$ cat src/sv/cmlst_pkg.sv
// cmlst_pkg: shared types and constants for the chaotic map laminar statistics block
// no dependencies; used by the interfaces, the map unit, the statistics unit and the top level

package cmlst_pkg;

    localparam int VAL_W       = 48;
    localparam int WIDTH_W     = 47;
    localparam int CNT_W       = 32;
    localparam int SUM_W       = 48;
    localparam int CMD_W       = 2;
    localparam int CFG_IDX_W   = 2;

    localparam int SQ_DIGIT_W  = 16;
    localparam int SQ_DIGITS   = 3;
    localparam int ACC_W       = 96;
    localparam int QUO_W       = 47;
    localparam int DEN_W       = 63;

    typedef logic [CMD_W-1:0]     t_cmd;
    typedef logic [CFG_IDX_W-1:0] t_cfg_idx;

    localparam t_cmd CMD_SEED      = 2'd0;
    localparam t_cmd CMD_TRANSIENT = 2'd1;
    localparam t_cmd CMD_MEASURE   = 2'd2;

    localparam t_cfg_idx CFG_GAIN   = 2'd0;
    localparam t_cfg_idx CFG_OFFSET = 2'd1;
    localparam t_cfg_idx CFG_CENTER = 2'd2;
    localparam t_cfg_idx CFG_WIDTH  = 2'd3;

    localparam logic [VAL_W-1:0]   GAIN_RST   = 48'sd5277655813325;
    localparam logic [VAL_W-1:0]   OFFSET_RST = -48'sd3223119380779;
    localparam logic [VAL_W-1:0]   CENTER_RST = -48'sd1940561057211;
    localparam logic [WIDTH_W-1:0] WIDTH_RST  = 47'd109951162778;

    typedef struct packed {
        logic update;
        t_cmd cmd;
    } t_stats_ctl;

    typedef struct packed {
        logic             laminar;
        logic             done;
        logic [CNT_W-1:0] length;
        logic [CNT_W-1:0] total;
        logic [SUM_W-1:0] sum;
        logic [CNT_W-1:0] peak;
    } t_stats_out;

endpackage

$ cat src/sv/cmlst_if.sv
// cmlst_in_if, cmlst_out_if, cmlst_cfg_if: valid/ready channels of the block
// depends on cmlst_pkg for field widths

interface cmlst_in_if;
    logic                              valid;
    logic                              ready;
    cmlst_pkg::t_cmd                   cmd;
    logic signed [cmlst_pkg::VAL_W-1:0] seed_value;

    modport source (output valid, output cmd, output seed_value, input ready);
    modport sink   (input valid, input cmd, input seed_value, output ready);
endinterface

interface cmlst_out_if;
    logic                               valid;
    logic                               ready;
    logic signed [cmlst_pkg::VAL_W-1:0] next_value;
    logic                               laminar_now;
    logic                               episode_done;
    logic [cmlst_pkg::CNT_W-1:0]        episode_length;
    logic [cmlst_pkg::CNT_W-1:0]        episode_total;
    logic [cmlst_pkg::SUM_W-1:0]        length_total;
    logic [cmlst_pkg::CNT_W-1:0]        length_peak;

    modport source (
        output valid, output next_value, output laminar_now, output episode_done,
        output episode_length, output episode_total, output length_total,
        output length_peak, input ready
    );
    modport sink (
        input valid, input next_value, input laminar_now, input episode_done,
        input episode_length, input episode_total, input length_total,
        input length_peak, output ready
    );
endinterface

interface cmlst_cfg_if;
    logic                        valid;
    logic                        ready;
    cmlst_pkg::t_cfg_idx         index;
    logic [cmlst_pkg::VAL_W-1:0] data;

    modport source (output valid, output index, output data, input ready);
    modport sink   (input valid, input index, input data, output ready);
endinterface

$ cat src/sv/cmlst_map_unit.sv
// cmlst_map_unit: one map iteration x' = gain / (1 + x^2) + offset, computed sequentially
// square on a 48x16 multiplier, then a restoring divider one bit a cycle; uses cmlst_pkg

module cmlst_map_unit #(
    parameter int FRAC_BITS = 40
) (
    input  logic                               i_clk,
    input  logic                               i_rst_n,
    input  logic                               i_start,
    input  logic signed [cmlst_pkg::VAL_W-1:0] i_value,
    input  logic signed [cmlst_pkg::VAL_W-1:0] i_gain,
    input  logic signed [cmlst_pkg::VAL_W-1:0] i_offset,
    output logic                               o_done,
    output logic signed [cmlst_pkg::VAL_W-1:0] o_value
);

    localparam int VAL_W   = cmlst_pkg::VAL_W;
    localparam int ACC_W   = cmlst_pkg::ACC_W;
    localparam int QUO_W   = cmlst_pkg::QUO_W;
    localparam int DEN_W   = cmlst_pkg::DEN_W;
    localparam int DIG_W   = cmlst_pkg::SQ_DIGIT_W;
    localparam int DVD_W   = QUO_W + FRAC_BITS;
    localparam int STEP_W  = $clog2(QUO_W);
    localparam int PROD_W  = VAL_W + DIG_W;

    localparam logic [63:0]      DEN_CAP = 64'd1 << 62;
    localparam logic [63:0]      ONE     = 64'd1 << FRAC_BITS;
    localparam logic [ACC_W-1:0] CAP_LIM = ACC_W'(DEN_CAP - ONE);

    localparam logic signed [VAL_W-1:0] VAL_MAX = {1'b0, {(VAL_W-1){1'b1}}};
    localparam logic signed [VAL_W-1:0] VAL_MIN = {1'b1, {(VAL_W-1){1'b0}}};

    typedef enum logic [2:0] {S_IDLE, S_SQR, S_DEN, S_DIV, S_FIN} t_state;

    function automatic logic [VAL_W-1:0] f_mag(input logic [VAL_W-1:0] v);
        return v[VAL_W-1] ? (~v + 1'b1) : v;
    endfunction

    t_state              r_state;
    logic [STEP_W-1:0]   r_step;
    logic [VAL_W-1:0]    r_mag;
    logic [ACC_W-1:0]    r_acc;
    logic [DEN_W-1:0]    r_den;
    logic [DEN_W-1:0]    r_rem;
    logic [QUO_W-1:0]    r_quo;
    logic signed [VAL_W-1:0] r_value;
    logic                r_done;

    logic [DIG_W-1:0]    w_digit;
    logic [PROD_W-1:0]   w_prod;
    logic [ACC_W-1:0]    n_acc;
    logic [ACC_W-1:0]    w_sq;
    logic [DEN_W-1:0]    n_den;
    logic [VAL_W-1:0]    w_num;
    logic [DVD_W-1:0]    w_dvd;
    logic [DEN_W:0]      w_rs;
    logic [DEN_W:0]      w_diff;
    logic                w_ge;
    logic signed [QUO_W+1:0] w_quo;
    logic signed [QUO_W+1:0] w_sq_sgn;
    logic signed [VAL_W+1:0] w_sum;
    logic signed [VAL_W-1:0] n_value;

    // square: one 16 bit digit of |x| per cycle, most significant first
    always_comb begin
        w_digit = r_mag[r_step[1:0]*DIG_W +: DIG_W];
        w_prod  = r_mag * w_digit;
        n_acc   = {r_acc[ACC_W-DIG_W-1:0], {DIG_W{1'b0}}} + ACC_W'(w_prod);
    end

    // denominator 1 + x^2, held at the cap
    always_comb begin
        w_sq  = r_acc >> FRAC_BITS;
        n_den = (w_sq > CAP_LIM) ? DEN_W'(DEN_CAP) : DEN_W'(ONE) + w_sq[DEN_W-1:0];
        w_num = f_mag(i_gain);
        w_dvd = {w_num[QUO_W-1:0], {FRAC_BITS{1'b0}}};
    end

    // restoring divider step
    always_comb begin
        w_rs   = {r_rem, r_quo[QUO_W-1]};
        w_ge   = w_rs >= {1'b0, r_den};
        w_diff = w_rs - {1'b0, r_den};
    end

    // sign, offset and saturation
    always_comb begin
        w_quo    = {2'b00, r_quo};
        w_sq_sgn = i_gain[VAL_W-1] ? -w_quo : w_quo;
        w_sum    = {w_sq_sgn[QUO_W+1], w_sq_sgn} + {{2{i_offset[VAL_W-1]}}, i_offset};
        if (w_sum[VAL_W+1:VAL_W-1] == 3'b000 || w_sum[VAL_W+1:VAL_W-1] == 3'b111) begin
            n_value = w_sum[VAL_W-1:0];
        end else if (w_sum[VAL_W+1]) begin
            n_value = VAL_MIN;
        end else begin
            n_value = VAL_MAX;
        end
    end

    always_ff @(posedge i_clk) begin
        if (!i_rst_n) begin
            r_state <= S_IDLE;
            r_step  <= '0;
            r_done  <= 1'b0;
        end else begin
            r_done <= (r_state == S_FIN);
            unique case (r_state)
                S_IDLE: begin
                    if (i_start) begin
                        r_mag   <= f_mag(i_value);
                        r_acc   <= '0;
                        r_step  <= STEP_W'(cmlst_pkg::SQ_DIGITS - 1);
                        r_state <= S_SQR;
                    end
                end
                S_SQR: begin
                    r_acc <= n_acc;
                    if (r_step == '0) begin
                        r_state <= S_DEN;
                    end else begin
                        r_step <= r_step - 1'b1;
                    end
                end
                S_DEN: begin
                    r_den   <= n_den;
                    r_rem   <= DEN_W'(w_dvd[DVD_W-1:QUO_W]);
                    r_quo   <= w_dvd[QUO_W-1:0];
                    r_step  <= STEP_W'(QUO_W - 1);
                    r_state <= S_DIV;
                end
                S_DIV: begin
                    r_rem <= w_ge ? w_diff[DEN_W-1:0] : w_rs[DEN_W-1:0];
                    r_quo <= {r_quo[QUO_W-2:0], w_ge};
                    if (r_step == '0) begin
                        r_state <= S_FIN;
                    end else begin
                        r_step <= r_step - 1'b1;
                    end
                end
                S_FIN: begin
                    r_value <= n_value;
                    r_state <= S_IDLE;
                end
                default: begin
                    r_state <= S_IDLE;
                end
            endcase
        end
    end

    assign o_done  = r_done;
    assign o_value = r_value;

endmodule

$ cat src/sv/cmlst_stats.sv
// cmlst_stats: laminar window tests, episode state and the running episode statistics
// uses cmlst_pkg for the control and result structs

module cmlst_stats #(
    parameter int LENGTH_BITS = 32
) (
    input  logic                               i_clk,
    input  logic                               i_rst_n,
    input  cmlst_pkg::t_stats_ctl              i_ctl,
    input  logic signed [cmlst_pkg::VAL_W-1:0] i_old_value,
    input  logic signed [cmlst_pkg::VAL_W-1:0] i_new_value,
    input  logic signed [cmlst_pkg::VAL_W-1:0] i_center,
    input  logic [cmlst_pkg::WIDTH_W-1:0]      i_width,
    output cmlst_pkg::t_stats_out              o_stats
);

    localparam int VAL_W = cmlst_pkg::VAL_W;
    localparam int CNT_W = cmlst_pkg::CNT_W;
    localparam int SUM_W = cmlst_pkg::SUM_W;
    localparam logic [LENGTH_BITS-1:0] LEN_MAX = {LENGTH_BITS{1'b1}};

    function automatic logic f_inside(
        input logic [VAL_W-1:0]              v,
        input logic [VAL_W-1:0]              c,
        input logic [cmlst_pkg::WIDTH_W-1:0] w
    );
        logic [VAL_W:0] d;
        logic [VAL_W:0] m;
        d = {v[VAL_W-1], v} - {c[VAL_W-1], c};
        m = d[VAL_W] ? (~d + 1'b1) : d;
        return m <= {2'b00, w};
    endfunction

    logic                   r_in_ep;
    logic [LENGTH_BITS-1:0] r_run;
    logic [CNT_W-1:0]       r_count;
    logic [SUM_W-1:0]       r_sum;
    logic [LENGTH_BITS-1:0] r_max;
    logic                   r_done;
    logic [LENGTH_BITS-1:0] r_len;

    logic                   n_in_ep;
    logic [LENGTH_BITS-1:0] n_run;
    logic [CNT_W-1:0]       n_count;
    logic [SUM_W-1:0]       n_sum;
    logic [LENGTH_BITS-1:0] n_max;
    logic                   n_done;
    logic [LENGTH_BITS-1:0] n_len;

    logic                   w_old_in;
    logic                   w_new_in;
    logic [SUM_W:0]         w_sum_ext;

    always_comb begin
        w_old_in  = f_inside(i_old_value, i_center, i_width);
        w_new_in  = f_inside(i_new_value, i_center, i_width);
        w_sum_ext = {1'b0, r_sum} + (SUM_W+1)'(r_run);

        n_in_ep = r_in_ep;
        n_run   = r_run;
        n_count = r_count;
        n_sum   = r_sum;
        n_max   = r_max;
        n_done  = 1'b0;
        n_len   = '0;

        case (i_ctl.cmd)
            cmlst_pkg::CMD_SEED: begin
                n_in_ep = 1'b0;
                n_run   = '0;
                n_count = '0;
                n_sum   = '0;
                n_max   = '0;
            end
            cmlst_pkg::CMD_TRANSIENT: begin
                n_in_ep = 1'b0;
                n_run   = '0;
            end
            cmlst_pkg::CMD_MEASURE: begin
                if (!r_in_ep) begin
                    if (!w_old_in && w_new_in) begin
                        n_in_ep = 1'b1;
                        n_run   = LENGTH_BITS'(1);
                    end
                end else if (!w_new_in) begin
                    n_in_ep = 1'b0;
                    n_done  = 1'b1;
                    n_len   = r_run;
                    n_run   = '0;
                    if (r_count != {CNT_W{1'b1}}) begin
                        n_count = r_count + 1'b1;
                    end
                    n_sum = w_sum_ext[SUM_W] ? {SUM_W{1'b1}} : w_sum_ext[SUM_W-1:0];
                    if (r_run > r_max) begin
                        n_max = r_run;
                    end
                end else if (r_run != LEN_MAX) begin
                    n_run = r_run + 1'b1;
                end
            end
            default: begin
            end
        endcase
    end

    always_ff @(posedge i_clk) begin
        if (!i_rst_n) begin
            r_in_ep <= 1'b0;
            r_run   <= '0;
            r_count <= '0;
            r_sum   <= '0;
            r_max   <= '0;
            r_done  <= 1'b0;
            r_len   <= '0;
        end else if (i_ctl.update) begin
            r_in_ep <= n_in_ep;
            r_run   <= n_run;
            r_count <= n_count;
            r_sum   <= n_sum;
            r_max   <= n_max;
            r_done  <= n_done;
            r_len   <= n_len;
        end
    end

    always_comb begin
        o_stats.laminar = r_in_ep;
        o_stats.done    = r_done;
        o_stats.length  = CNT_W'(SUM_W'(r_len));
        o_stats.total   = r_count;
        o_stats.sum     = r_sum;
        o_stats.peak    = CNT_W'(SUM_W'(r_max));
    end

endmodule

$ cat src/sv/chaotic_map_laminar_stats.sv
// chaotic_map_laminar_stats: top level, command sequencing, configuration registers, result register
// depends on cmlst_pkg, cmlst_if, cmlst_map_unit and cmlst_stats

// Iterates x' = map_gain / (1 + x^2) + map_offset in 48-bit signed fixed point and keeps
// statistics of laminar episodes around center_point. One transaction is taken at a time:
// a transient or measured step runs the map unit (squaring on its 48x16 multiplier, a
// denominator setup step, restoring division, then sign, offset and saturation) and is
// then evaluated and pushed; a seed or an unused command skips the map unit. Input ready
// returns once the result sits in the output register, so the next transaction may start
// while that result still waits to be taken. Configuration writes are always ready; to take effect
// on the next step, the user must make them between steps, as the block does not enforce it.

module chaotic_map_laminar_stats #(
    parameter int FRAC_BITS   = 40,
    parameter int LENGTH_BITS = 32
) (
    input  logic               i_clk,
    input  logic               i_rst_n,
    cmlst_in_if.sink           i_in,
    cmlst_cfg_if.sink          i_cfg,
    cmlst_out_if.source        o_out
);

    localparam int VAL_W = cmlst_pkg::VAL_W;

    typedef enum logic [1:0] {S_IDLE, S_MAP, S_EVAL, S_PUSH} t_state;

    t_state                  r_state;
    cmlst_pkg::t_cmd         r_cmd;
    logic signed [VAL_W-1:0] r_seed;
    logic signed [VAL_W-1:0] r_cur;
    logic                    r_out_valid;
    logic signed [VAL_W-1:0] r_out_value;
    cmlst_pkg::t_stats_out   r_out_stats;

    logic signed [VAL_W-1:0]           r_gain;
    logic signed [VAL_W-1:0]           r_offset;
    logic signed [VAL_W-1:0]           r_center;
    logic [cmlst_pkg::WIDTH_W-1:0]     r_width;

    logic                    w_in_txn;
    logic                    w_start;
    logic                    w_push;
    logic                    w_map_done;
    logic signed [VAL_W-1:0] w_map_value;
    logic signed [VAL_W-1:0] n_cur;
    cmlst_pkg::t_stats_ctl   w_stats_ctl;
    cmlst_pkg::t_stats_out   w_stats;

    assign i_in.ready  = (r_state == S_IDLE);
    assign i_cfg.ready = 1'b1;
    assign w_in_txn    = i_in.valid && (r_state == S_IDLE);
    assign w_start     = w_in_txn && (i_in.cmd == cmlst_pkg::CMD_TRANSIENT ||
                                      i_in.cmd == cmlst_pkg::CMD_MEASURE);
    assign w_push      = (r_state == S_PUSH) && (!r_out_valid || o_out.ready);

    // configuration registers
    always_ff @(posedge i_clk) begin
        if (!i_rst_n) begin
            r_gain   <= cmlst_pkg::GAIN_RST;
            r_offset <= cmlst_pkg::OFFSET_RST;
            r_center <= cmlst_pkg::CENTER_RST;
            r_width  <= cmlst_pkg::WIDTH_RST;
        end else if (i_cfg.valid) begin
            unique case (i_cfg.index)
                cmlst_pkg::CFG_GAIN:   r_gain   <= i_cfg.data;
                cmlst_pkg::CFG_OFFSET: r_offset <= i_cfg.data;
                cmlst_pkg::CFG_CENTER: r_center <= i_cfg.data;
                cmlst_pkg::CFG_WIDTH:  r_width  <= i_cfg.data[cmlst_pkg::WIDTH_W-1:0];
                default: begin
                end
            endcase
        end
    end

    cmlst_map_unit #(
        .FRAC_BITS (FRAC_BITS)
    ) u_map_unit (
        .i_clk    (i_clk),
        .i_rst_n  (i_rst_n),
        .i_start  (w_start),
        .i_value  (r_cur),
        .i_gain   (r_gain),
        .i_offset (r_offset),
        .o_done   (w_map_done),
        .o_value  (w_map_value)
    );

    assign w_stats_ctl.update = (r_state == S_EVAL);
    assign w_stats_ctl.cmd    = r_cmd;

    cmlst_stats #(
        .LENGTH_BITS (LENGTH_BITS)
    ) u_stats (
        .i_clk       (i_clk),
        .i_rst_n     (i_rst_n),
        .i_ctl       (w_stats_ctl),
        .i_old_value (r_cur),
        .i_new_value (w_map_value),
        .i_center    (r_center),
        .i_width     (r_width),
        .o_stats     (w_stats)
    );

    always_comb begin
        case (r_cmd) inside
            cmlst_pkg::CMD_SEED:                           n_cur = r_seed;
            cmlst_pkg::CMD_TRANSIENT, cmlst_pkg::CMD_MEASURE: n_cur = w_map_value;
            default:                                       n_cur = r_cur;
        endcase
    end

    always_ff @(posedge i_clk) begin
        if (!i_rst_n) begin
            r_state     <= S_IDLE;
            r_cur       <= '0;
            r_out_valid <= 1'b0;
        end else begin
            if (w_push) begin
                r_out_valid <= 1'b1;
            end else if (o_out.ready) begin
                r_out_valid <= 1'b0;
            end
            unique case (r_state)
                S_IDLE: begin
                    if (w_in_txn) begin
                        r_cmd   <= i_in.cmd;
                        r_seed  <= i_in.seed_value;
                        r_state <= w_start ? S_MAP : S_EVAL;
                    end
                end
                S_MAP: begin
                    if (w_map_done) begin
                        r_state <= S_EVAL;
                    end
                end
                S_EVAL: begin
                    r_cur   <= n_cur;
                    r_state <= S_PUSH;
                end
                S_PUSH: begin
                    if (w_push) begin
                        r_out_value <= r_cur;
                        r_out_stats <= w_stats;
                        r_state     <= S_IDLE;
                    end
                end
                default: begin
                    r_state <= S_IDLE;
                end
            endcase
        end
    end

    assign o_out.valid          = r_out_valid;
    assign o_out.next_value     = r_out_value;
    assign o_out.laminar_now    = r_out_stats.laminar;
    assign o_out.episode_done   = r_out_stats.done;
    assign o_out.episode_length = r_out_stats.length;
    assign o_out.episode_total  = r_out_stats.total;
    assign o_out.length_total   = r_out_stats.sum;
    assign o_out.length_peak    = r_out_stats.peak;

endmodule

$ cat src/flat_wrapper.sv
// flat-port wrapper written by rule: the top's interface ports become plain ports
module chaotic_map_laminar_stats_flat 
#(
    parameter int FRAC_BITS   = 40,
    parameter int LENGTH_BITS = 32
)
  (i_clk, i_rst_n, i_in_valid, i_in_cmd, i_in_seed_value, i_in_ready, i_cfg_valid, i_cfg_index, i_cfg_data, i_cfg_ready, o_out_valid, o_out_next_value, o_out_laminar_now, o_out_episode_done, o_out_episode_length, o_out_episode_total, o_out_length_total, o_out_length_peak, o_out_ready);
  cmlst_in_if i_in_i ();
  cmlst_cfg_if i_cfg_i ();
  cmlst_out_if o_out_i ();
  input  logic i_clk;
  input  logic i_rst_n;
  input wire logic [$bits(i_in_i.valid)-1:0] i_in_valid;
  input wire logic [$bits(i_in_i.cmd)-1:0] i_in_cmd;
  input wire logic [$bits(i_in_i.seed_value)-1:0] i_in_seed_value;
  output wire logic [$bits(i_in_i.ready)-1:0] i_in_ready;
  input wire logic [$bits(i_cfg_i.valid)-1:0] i_cfg_valid;
  input wire logic [$bits(i_cfg_i.index)-1:0] i_cfg_index;
  input wire logic [$bits(i_cfg_i.data)-1:0] i_cfg_data;
  output wire logic [$bits(i_cfg_i.ready)-1:0] i_cfg_ready;
  output wire logic [$bits(o_out_i.valid)-1:0] o_out_valid;
  output wire logic [$bits(o_out_i.next_value)-1:0] o_out_next_value;
  output wire logic [$bits(o_out_i.laminar_now)-1:0] o_out_laminar_now;
  output wire logic [$bits(o_out_i.episode_done)-1:0] o_out_episode_done;
  output wire logic [$bits(o_out_i.episode_length)-1:0] o_out_episode_length;
  output wire logic [$bits(o_out_i.episode_total)-1:0] o_out_episode_total;
  output wire logic [$bits(o_out_i.length_total)-1:0] o_out_length_total;
  output wire logic [$bits(o_out_i.length_peak)-1:0] o_out_length_peak;
  input wire logic [$bits(o_out_i.ready)-1:0] o_out_ready;
  assign i_in_i.valid = i_in_valid;
  assign i_in_i.cmd = i_in_cmd;
  assign i_in_i.seed_value = i_in_seed_value;
  assign i_in_ready = i_in_i.ready;
  assign i_cfg_i.valid = i_cfg_valid;
  assign i_cfg_i.index = i_cfg_index;
  assign i_cfg_i.data = i_cfg_data;
  assign i_cfg_ready = i_cfg_i.ready;
  assign o_out_valid = o_out_i.valid;
  assign o_out_next_value = o_out_i.next_value;
  assign o_out_laminar_now = o_out_i.laminar_now;
  assign o_out_episode_done = o_out_i.episode_done;
  assign o_out_episode_length = o_out_i.episode_length;
  assign o_out_episode_total = o_out_i.episode_total;
  assign o_out_length_total = o_out_i.length_total;
  assign o_out_length_peak = o_out_i.length_peak;
  assign o_out_i.ready = o_out_ready;
  chaotic_map_laminar_stats #(.FRAC_BITS(FRAC_BITS), .LENGTH_BITS(LENGTH_BITS)) u_core (.i_clk(i_clk), .i_rst_n(i_rst_n), .i_in(i_in_i), .i_cfg(i_cfg_i), .o_out(o_out_i));
endmodule
$ cat config.mk
export PLATFORM = sky130hd
export DESIGN_NAME = chaotic_map_laminar_stats_flat
export DESIGN_NICKNAME = d
export VERILOG_FILES = /design/src/sv/cmlst_pkg.sv /design/src/sv/cmlst_if.sv /design/src/sv/cmlst_map_unit.sv /design/src/sv/cmlst_stats.sv /design/src/sv/chaotic_map_laminar_stats.sv /design/src/flat_wrapper.sv
export SDC_FILE = /design/constraint.sdc
export NUM_CORES = 2
export LEC_CHECK = 0
export ABC_AREA = 1
export BUFFER_PORTS_ARGS = -buffer_cell sky130_fd_sc_hd__buf_4
export CORE_ASPECT_RATIO = 2
export CORE_MARGIN = 5
export CORE_UTILIZATION = 35
export CTS_BUF_LIST = sky130_fd_sc_hd__clkbuf_8
export DETAILED_ROUTE_END_ITERATION = 8
export GPL_TIMING_DRIVEN = 1
export PLACE_DENSITY_LB_ADDON = 0.05
export RECOVER_POWER = 50
export SYNTH_ARGS = -nofsm -noshare
export SYNTH_HDL_FRONTEND = slang
export SYNTH_HIERARCHICAL = 1
export SYNTH_SLANG_ARGS = --single-unit
$ cat constraint.sdc
create_clock -name i_clk -period 14.7 [get_ports i_clk]
set_input_delay 2.94 -clock i_clk [delete_from_list [all_inputs] [get_ports i_clk]]
set_output_delay 2.94 -clock i_clk [all_outputs]
set_load 0.01 [all_outputs]
[After elaboration in Yosys (flattened, before gate mapping)]
Cells that the tools add are included.
Cells by class
  reductions and logical operators: 45
  shift-type cells: 1
  order comparisons: 5
  multiply operators: 1
  equality and inequality tests: 30
  bitwise gates (word level): 4
  muxes and demuxes: 55
  add/sub/neg operators: 15
Operators with widths (count)
  32-bit 2-to-1 mux: 13
  48-bit 2-to-1 mux: 7
  32-bit one-hot mux with 2 select lines: 3
  96-bit one-hot mux with 2 select lines: 1
  49-bit 2-to-1 mux: 3
  63-bit one-hot mux with 2 select lines: 1
  49-bit by 1-bit adder with 49-bit output (second input constant): 2
  49-bit by 47-bit <= comparator with 1-bit output: 2
  49-bit NOT: 2
  48-bit by 48-bit subtractor with 49-bit output: 2
  96-bit by 64-bit adder with 96-bit output: 1
  96-bit 2-to-1 mux: 1
  48-bit one-hot mux with 2 select lines: 1
  47-bit 2-to-1 mux: 2
  47-bit one-hot mux with 2 select lines: 1
  32-bit by 1-bit adder with 32-bit output (second input constant): 2
  64-bit by 63-bit >= comparator with 1-bit output: 1
  48-bit by 16-bit multiplier with 64-bit output: 1
  32-bit != test (second input constant): 2
  63-bit 2-to-1 mux: 1
  63-bit subtractor: 1
  56-bit by 62-bit greater-than comparator with 1-bit output (second input constant): 1
  41-bit by 56-bit adder with 57-bit output (first input constant): 1
  49-bit by 48-bit adder with 50-bit output: 1
  39 further kinds: 103
Storage, ports and cells
  output and inout bits: 197
  bits of input ports: 105
  word-level logic and storage cells: 189
  flip-flop bits (word level): 1039

[Logic depth before layout (Yosys ltp)]
  depth in word-level cells: 10
  mapped depth: 46
  gate-level depth less buffers: 45

[Cells and area by module]
The synthesis kept the hierarchy.
Modules (own cells, without submodules)
  cmlst_map_unit: sequential area each 10980.5 um^2, cells each 7639, times used 1, area each 55530.8 um^2
  cmlst_stats: sequential area each 3563.4 um^2, cells each 4612, times used 1, area each 25630.8 um^2
  chaotic_map_laminar_stats: sequential area each 12171.7 um^2, cells each 1449, times used 1, area each 16394.5 um^2

[Least setup slack after synthesis]
OpenSTA, ideal clock, no wires.
  kind: input -> register
  start point: input port i_rst_n
  end point: register u_core.r_out_stats (netlist bit u_core/o_out.episode_done), enable pin
  arrival: 11286 ps
  cell stages on the path: 3
  required time: 13947 ps
  slack: 2662 ps
  setup time: 753 ps
  cell sequence: inv_1 > buf_1 > nor2_1
On the way
  cells in the longest elaborated chain, start to end: 1
Ends and longest elaborated chain
  from (decl): RTL line flat_wrapper.sv:12  | input logic i_rst_n;
  3-bit AND reduction (no line)
  to (signal assigned): RTL line chaotic_map_laminar_stats.sv:144  | r_out_stats <= w_stats;
  to (decl): RTL line chaotic_map_laminar_stats.sv:34  | cmlst_pkg::t_stats_out r_out_stats;
No other way between the ends.
A chain may end at the register's enable or synchronous reset.

[Worst setup path in the final report]
  start point: input port i_rst_n
  end point: register u_core.u_map_unit.r_acc[81], enable pin
On the way
  cells in the longest elaborated chain, start to end: 1
Ends and longest elaborated chain
  3-bit AND reduction (no line)
  to (signal assigned): RTL line cmlst_map_unit.sv:117  | r_acc <= n_acc;
  to (decl): RTL line cmlst_map_unit.sv:42  | logic [ACC_W-1:0] r_acc;
No other way between the ends.

==> flow_summary.html <==
<table>
<tr><th>Metric</th><th>Value</th></tr>
<tr><th colspan="2">Outcome</th></tr>
<tr><td>Run status</td><td>finished with violations</td></tr>
<tr><td>Violated checks</td><td>max-capacitance violations, max-slew violations</td></tr>
<tr><th colspan="2">Placed design</th></tr>
<tr><td>Placer's final routability congestion estimate</td><td>1.08</td></tr>
<tr><td>Half-perimeter wire length of the detailed placement result</td><td>421 mm</td></tr>
<tr><td>Count of input and output buffers</td><td>300</td></tr>
<tr><th colspan="2">STA</th></tr>
<tr><td>Relative max-transition margin</td><td>-2.47</td></tr>
<tr><td>Final period utilization</td><td>0.779</td></tr>
<tr><td>Slew @ Worst Pin</td><td>5200 ps</td></tr>
<tr><td>Final sum of negative setup slack</td><td>0 ps</td></tr>
<tr><td>RSZ-0062 raised after global routing</td><td>false</td></tr>
<tr><td>Count of pins over their slew limit</td><td>798</td></tr>
<tr><td>Worst Clk Skew</td><td>124 ps</td></tr>
<tr><td>Achievable clock frequency</td><td>0.0873 GHz</td></tr>
<tr><td>Final number of setup-violating endpoints</td><td>0</td></tr>
<tr><td>Final Hold Viols</td><td>0</td></tr>
<tr><td>Period minus WS final</td><td>11450 ps</td></tr>
<tr><th colspan="2">Finish</th></tr>
<tr><td>Commonest cells after routing, fill and taps aside</td><td>sky130_fd_sc_hd__nand2_1, sky130_fd_sc_hd__inv_1, sky130_fd_sc_hd__nor2_1</td></tr>
<tr><td>Flip-flop count of the largest register, all copies and words added</td><td>96</td></tr>
<tr><td>Regs by FF count</td><td>u_core/u_map_unit/r_acc x96, u_core/u_map_unit/r_rem x63, u_core/u_map_unit/r_den x57</td></tr>
<tr><td>Area delta synth-&gt;final</td><td>10.2%</td></tr>
<tr><td>Most common cell after layout, fill and taps aside</td><td>sky130_fd_sc_hd__nand2_1</td></tr>
<tr><td>Register ranked first by flip-flop count</td><td>u_core/u_map_unit/r_acc</td></tr>
<tr><td>Fraction of final layout cells sized beyond drive strength 1</td><td>0.0612</td></tr>
<tr><td>Net count, final</td><td>15200</td></tr>
<tr><th colspan="2">Worst hold path</th></tr>
<tr><td>Sink of the worst hold path</td><td>u_core/o_out.length_peak[21]</td></tr>
<tr><td>Hold path startpoint</td><td>u_core/u_stats/r_max[21]</td></tr>
<tr><td>Tightest Hold Check Type</td><td>register to register</td></tr>
<tr><td>Worst hold path cell count</td><td>0</td></tr>
<tr><th colspan="2">Yosys</th></tr>
<tr><td>Avg Cell Area, Syn</td><td>7.12 µm²</td></tr>
<tr><td>Post-synthesis xor/xnor area fraction</td><td>0.0332</td></tr>
<tr><td>Register area share after synthesis</td><td>0.274</td></tr>
<tr><td>Netlist cell types</td><td>68</td></tr>
<tr><td>Synthesized-area fraction occupied by adder cells</td><td>0.210</td></tr>
<tr><td>Async set or reset register ratio after synthesis</td><td>0</td></tr>
<tr><td>Total of warnings raised by yosys</td><td>6</td></tr>
<tr><td>Mapped Area</td><td>97600 µm²</td></tr>
<tr><td>Number of instances in the synthesized netlist</td><td>13700</td></tr>
<tr><td>Proportion of netlist area held by the largest area contributor</td><td>0.186</td></tr>
<tr><td>Post-synthesis net count</td><td>15000</td></tr>
<tr><td>FF+latch count, synth</td><td>1033</td></tr>
<tr><td>Library cell with the largest summed area after synthesis</td><td>sky130_fd_sc_hd__edfxtp_1</td></tr>
<tr><td>Most used flip-flop cell after synthesis</td><td>sky130_fd_sc_hd__edfxtp_1</td></tr>
<tr><td>Synthesized-area fraction occupied by ao, oa, aoi and oai cells</td><td>0.0804</td></tr>
<tr><td>Post-synth EDFFs</td><td>603</td></tr>
<tr><td>Largest family of logic cells by synthesized area</td><td>simple AND/OR/NAND/NOR gates</td></tr>
<tr><td>Synth Area in Simple Gates</td><td>0.285</td></tr>
<tr><td>Largest cells by area after synthesis</td><td>sky130_fd_sc_hd__edfxtp_1, sky130_fd_sc_hd__nand2_1, sky130_fd_sc_hd__fa_1, sky130_fd_sc_hd__inv_1, sky130_fd_sc_hd__dfxtp_1</td></tr>
<tr><td>Mux share of post-synthesis cell area</td><td>0</td></tr>
<tr><th colspan="2">Critical path</th></tr>
<tr><td>Reg-to-reg startpoint</td><td>u_core/u_map_unit/r_mag[0]</td></tr>
<tr><td>Arrival @ worst endpoint</td><td>11970 ps</td></tr>
<tr><td>Cell family with most CP delay</td><td>buffers and inverters</td></tr>
<tr><td>Cell chain of the critical path</td><td>clkbuf_1 &gt; inv_1 &gt; o22ai_4 &gt; clkbuf_1 &gt; buf_4</td></tr>
<tr><td>Setup slack of the worst register-to-register path</td><td>5230 ps</td></tr>
<tr><td>R2R depth</td><td>25</td></tr>
<tr><td>Number of buffer and inverter stages on the critical path</td><td>4</td></tr>
<tr><td>Critical Setup Path Class</td><td>primary input to register</td></tr>
<tr><td>Crit-path most repeated cell</td><td>sky130_fd_sc_hd__clkbuf_1</td></tr>
<tr><td>Crit start category</td><td>primary input</td></tr>
<tr><td>Endpoint of the worst register-to-register path</td><td>u_core/u_map_unit/r_acc[52]</td></tr>
<tr><td>Critical path data required time</td><td>15220 ps</td></tr>
<tr><td>Capturing element type of the critical path</td><td>register</td></tr>
<tr><td>Worst path max stage delay</td><td>3450 ps</td></tr>
<tr><td>Slowest stage cell on the critical path</td><td>sky130_fd_sc_hd__clkbuf_1</td></tr>
<tr><td>Maximum fanout encountered on the critical timing path</td><td>72</td></tr>
<tr><th colspan="2">Drt</th></tr>
<tr><td>WL per Instance</td><td>28.5 µm</td></tr>
<tr><td>DR iter-0 viols</td><td>6523</td></tr>
<tr><td>Detailed Route WL</td><td>511 mm</td></tr>
<tr><td>Number of optimization iterations in the first detailed-route pass</td><td>7</td></tr>
<tr><td>Vias</td><td>93100</td></tr>
<tr><td>Vias/cell</td><td>5.19</td></tr>
<tr><td>Post-DRT Antenna Nets</td><td>0</td></tr>
<tr><td>Post-route DRC</td><td>0</td></tr>
<tr><th colspan="2">Clocking</th></tr>
<tr><td>Clock tree from TritonCTS</td><td>done</td></tr>
<tr><td>Count of hold buffers inserted by post-cts repair</td><td>0</td></tr>
<tr><td>CTS H-tree depth</td><td>4</td></tr>
<tr><td>CTS Sinks</td><td>1033</td></tr>
<tr><td>Number of buffers inserted to repair setup after CTS</td><td>0</td></tr>
<tr><td>Clock slew at reported path FFs</td><td>70 ps</td></tr>
<tr><td>Number of buffers inserted during clock tree synthesis</td><td>176</td></tr>
<tr><td>CTS Buffer Depth</td><td>4</td></tr>
<tr><td>Post-CTS resize count</td><td>0</td></tr>
<tr><td>Worst skew pair latency</td><td>1020 ps</td></tr>
<tr><td>Cell at the root of the clock tree</td><td>sky130_fd_sc_hd__clkbuf_8</td></tr>
<tr><th colspan="2">GRT</th></tr>
<tr><td>Overflow left after global routing</td><td>0</td></tr>
<tr><td>Antenna violations before repair</td><td>57</td></tr>
<tr><td>Wire length of the first global-routing pass</td><td>706 mm</td></tr>
<tr><td>Vias in the first global route</td><td>96000</td></tr>
<tr><td>Total GRT Usage</td><td>0.346</td></tr>
<tr><td>Pin count of the biggest net entering global routing</td><td>111</td></tr>
<tr><th colspan="2">Die</th></tr>
<tr><td>Cell row count</td><td>274</td></tr>
<tr><td>Initial standard-cell utilization of the core</td><td>0.351</td></tr>
<tr><td>Die outline height</td><td>757 µm</td></tr>
<tr><td>Horizontal extent of the die</td><td>383 µm</td></tr>
<tr><td>DIE AREA</td><td>290000 µm²</td></tr>
<tr><td>I/O pin count</td><td>302</td></tr>
<tr><td>Standard cell core area</td><td>278000 µm²</td></tr>
<tr><th colspan="2">Run</th></tr>
<tr><td>Max-cap violations</td><td>18</td></tr>
</table>
## worst register-to-register path, delay by kind of cell (launching register included)
family | cells | cell delay (ps)
compound gates | 4 | 1220
fa+ha+maj | 5 | 2320
buf+inv | 7 | 3030
flops | 1 | 1090
simple gates | 9 | 1560
## stage by stage
stage | hold WS, ps | utilization | setup WS, ps | cells | area, µm²
finish | 431 | 0.387 | 3250 | 17900 | 107000
floorplan | 408 | - | 2660 | 13700 | 97600
global placement | 417 | 0.373 | 5650 | 17500 | 104000
CTS | 429 | 0.386 | 5670 | 17800 | 107000
global route | 438 | 0.386 | 3000 | 17900 | 107000
detailed placement | 415 | 0.373 | 5690 | 17500 | 104000
## worst max-delay path by stage
stage / from / endpoint / slack [ps] / cells past startpoint
6_report: i_rst_n / u_core/u_map_unit/r_acc[81] / 3250 / 5
5_1_grt: i_rst_n / u_core/u_map_unit/r_acc[81] / 3000 / 5
4_1_cts: u_core/u_map_unit/r_mag[46] / u_core/u_map_unit/r_acc[52] / 5670 / 24
3_5_place_dp: u_core/u_map_unit/r_step[1] / u_core/u_map_unit/r_acc[86] / 5690 / 27
3_3_place_gp: u_core/u_map_unit/r_mag[46] / u_core/u_map_unit/r_acc[52] / 5650 / 24
2_1_floorplan: i_rst_n / u_core/o_out.episode_done / 2660 / 3
## synthesized netlist by cell type, types with 32 or more instances
| master | number |
|---|---|
| sky130_fd_sc_hd__dfxtp_1 | 430 |
| sky130_fd_sc_hd__nand2_2 | 79 |
| sky130_fd_sc_hd__xnor2_1 | 127 |
| sky130_fd_sc_hd__clkbuf_1 | 235 |
| sky130_fd_sc_hd__inv_2 | 39 |
| sky130_fd_sc_hd__o21ai_1 | 32 |
| sky130_fd_sc_hd__ha_1 | 527 |
| sky130_fd_sc_hd__o21ai_0 | 426 |
| sky130_fd_sc_hd__a31oi_1 | 36 |
| sky130_fd_sc_hd__buf_2 | 98 |
| sky130_fd_sc_hd__nor4_1 | 52 |
| sky130_fd_sc_hd__nand3b_1 | 101 |
| sky130_fd_sc_hd__nor3_1 | 133 |
| sky130_fd_sc_hd__inv_1 | 2504 |
| sky130_fd_sc_hd__a21oi_1 | 739 |
| sky130_fd_sc_hd__nand3_1 | 763 |
| sky130_fd_sc_hd__nand2_1 | 3707 |
| sky130_fd_sc_hd__nor2_2 | 32 |
| sky130_fd_sc_hd__o211ai_1 | 72 |
| sky130_fd_sc_hd__nor2_1 | 1577 |
| sky130_fd_sc_hd__fa_1 | 695 |
| sky130_fd_sc_hd__nand4_1 | 172 |
| sky130_fd_sc_hd__xor2_1 | 243 |
| sky130_fd_sc_hd__edfxtp_1 | 603 |
| sky130_fd_sc_hd__o21bai_1 | 44 |
## final cells by class
type                    count  area [µm²]
diodes                    158         395
clock buffers             201        2770
clock inverters           115         835
fillers                 29800      171000
inverters                2556        9600
multi-input cells        9718       59500
flip-flops and latches   1033       26700
well taps                3726        4660
repair buffers            423        2980
## kinds of logic after synthesis
family | count (synthesis)
AO/OA/AOI/OAI | 1442
XOR/XNOR | 370
flip-flops | 1033
adder cells (fa/ha/maj) | 1222
buffers and inverters | 2949
other | 1
AND/OR/NAND/NOR | 6683
## metal layers
layer  global-route usage  part of all wire
met1                0.294              0.29
met2                0.641              0.52
met3               0.0500             0.044
met4                0.392              0.14
met5                    0           0.00028
Power is not shown: default switching activity piles up to over one toggle a cycle in this logic, so the estimate is an artifact.
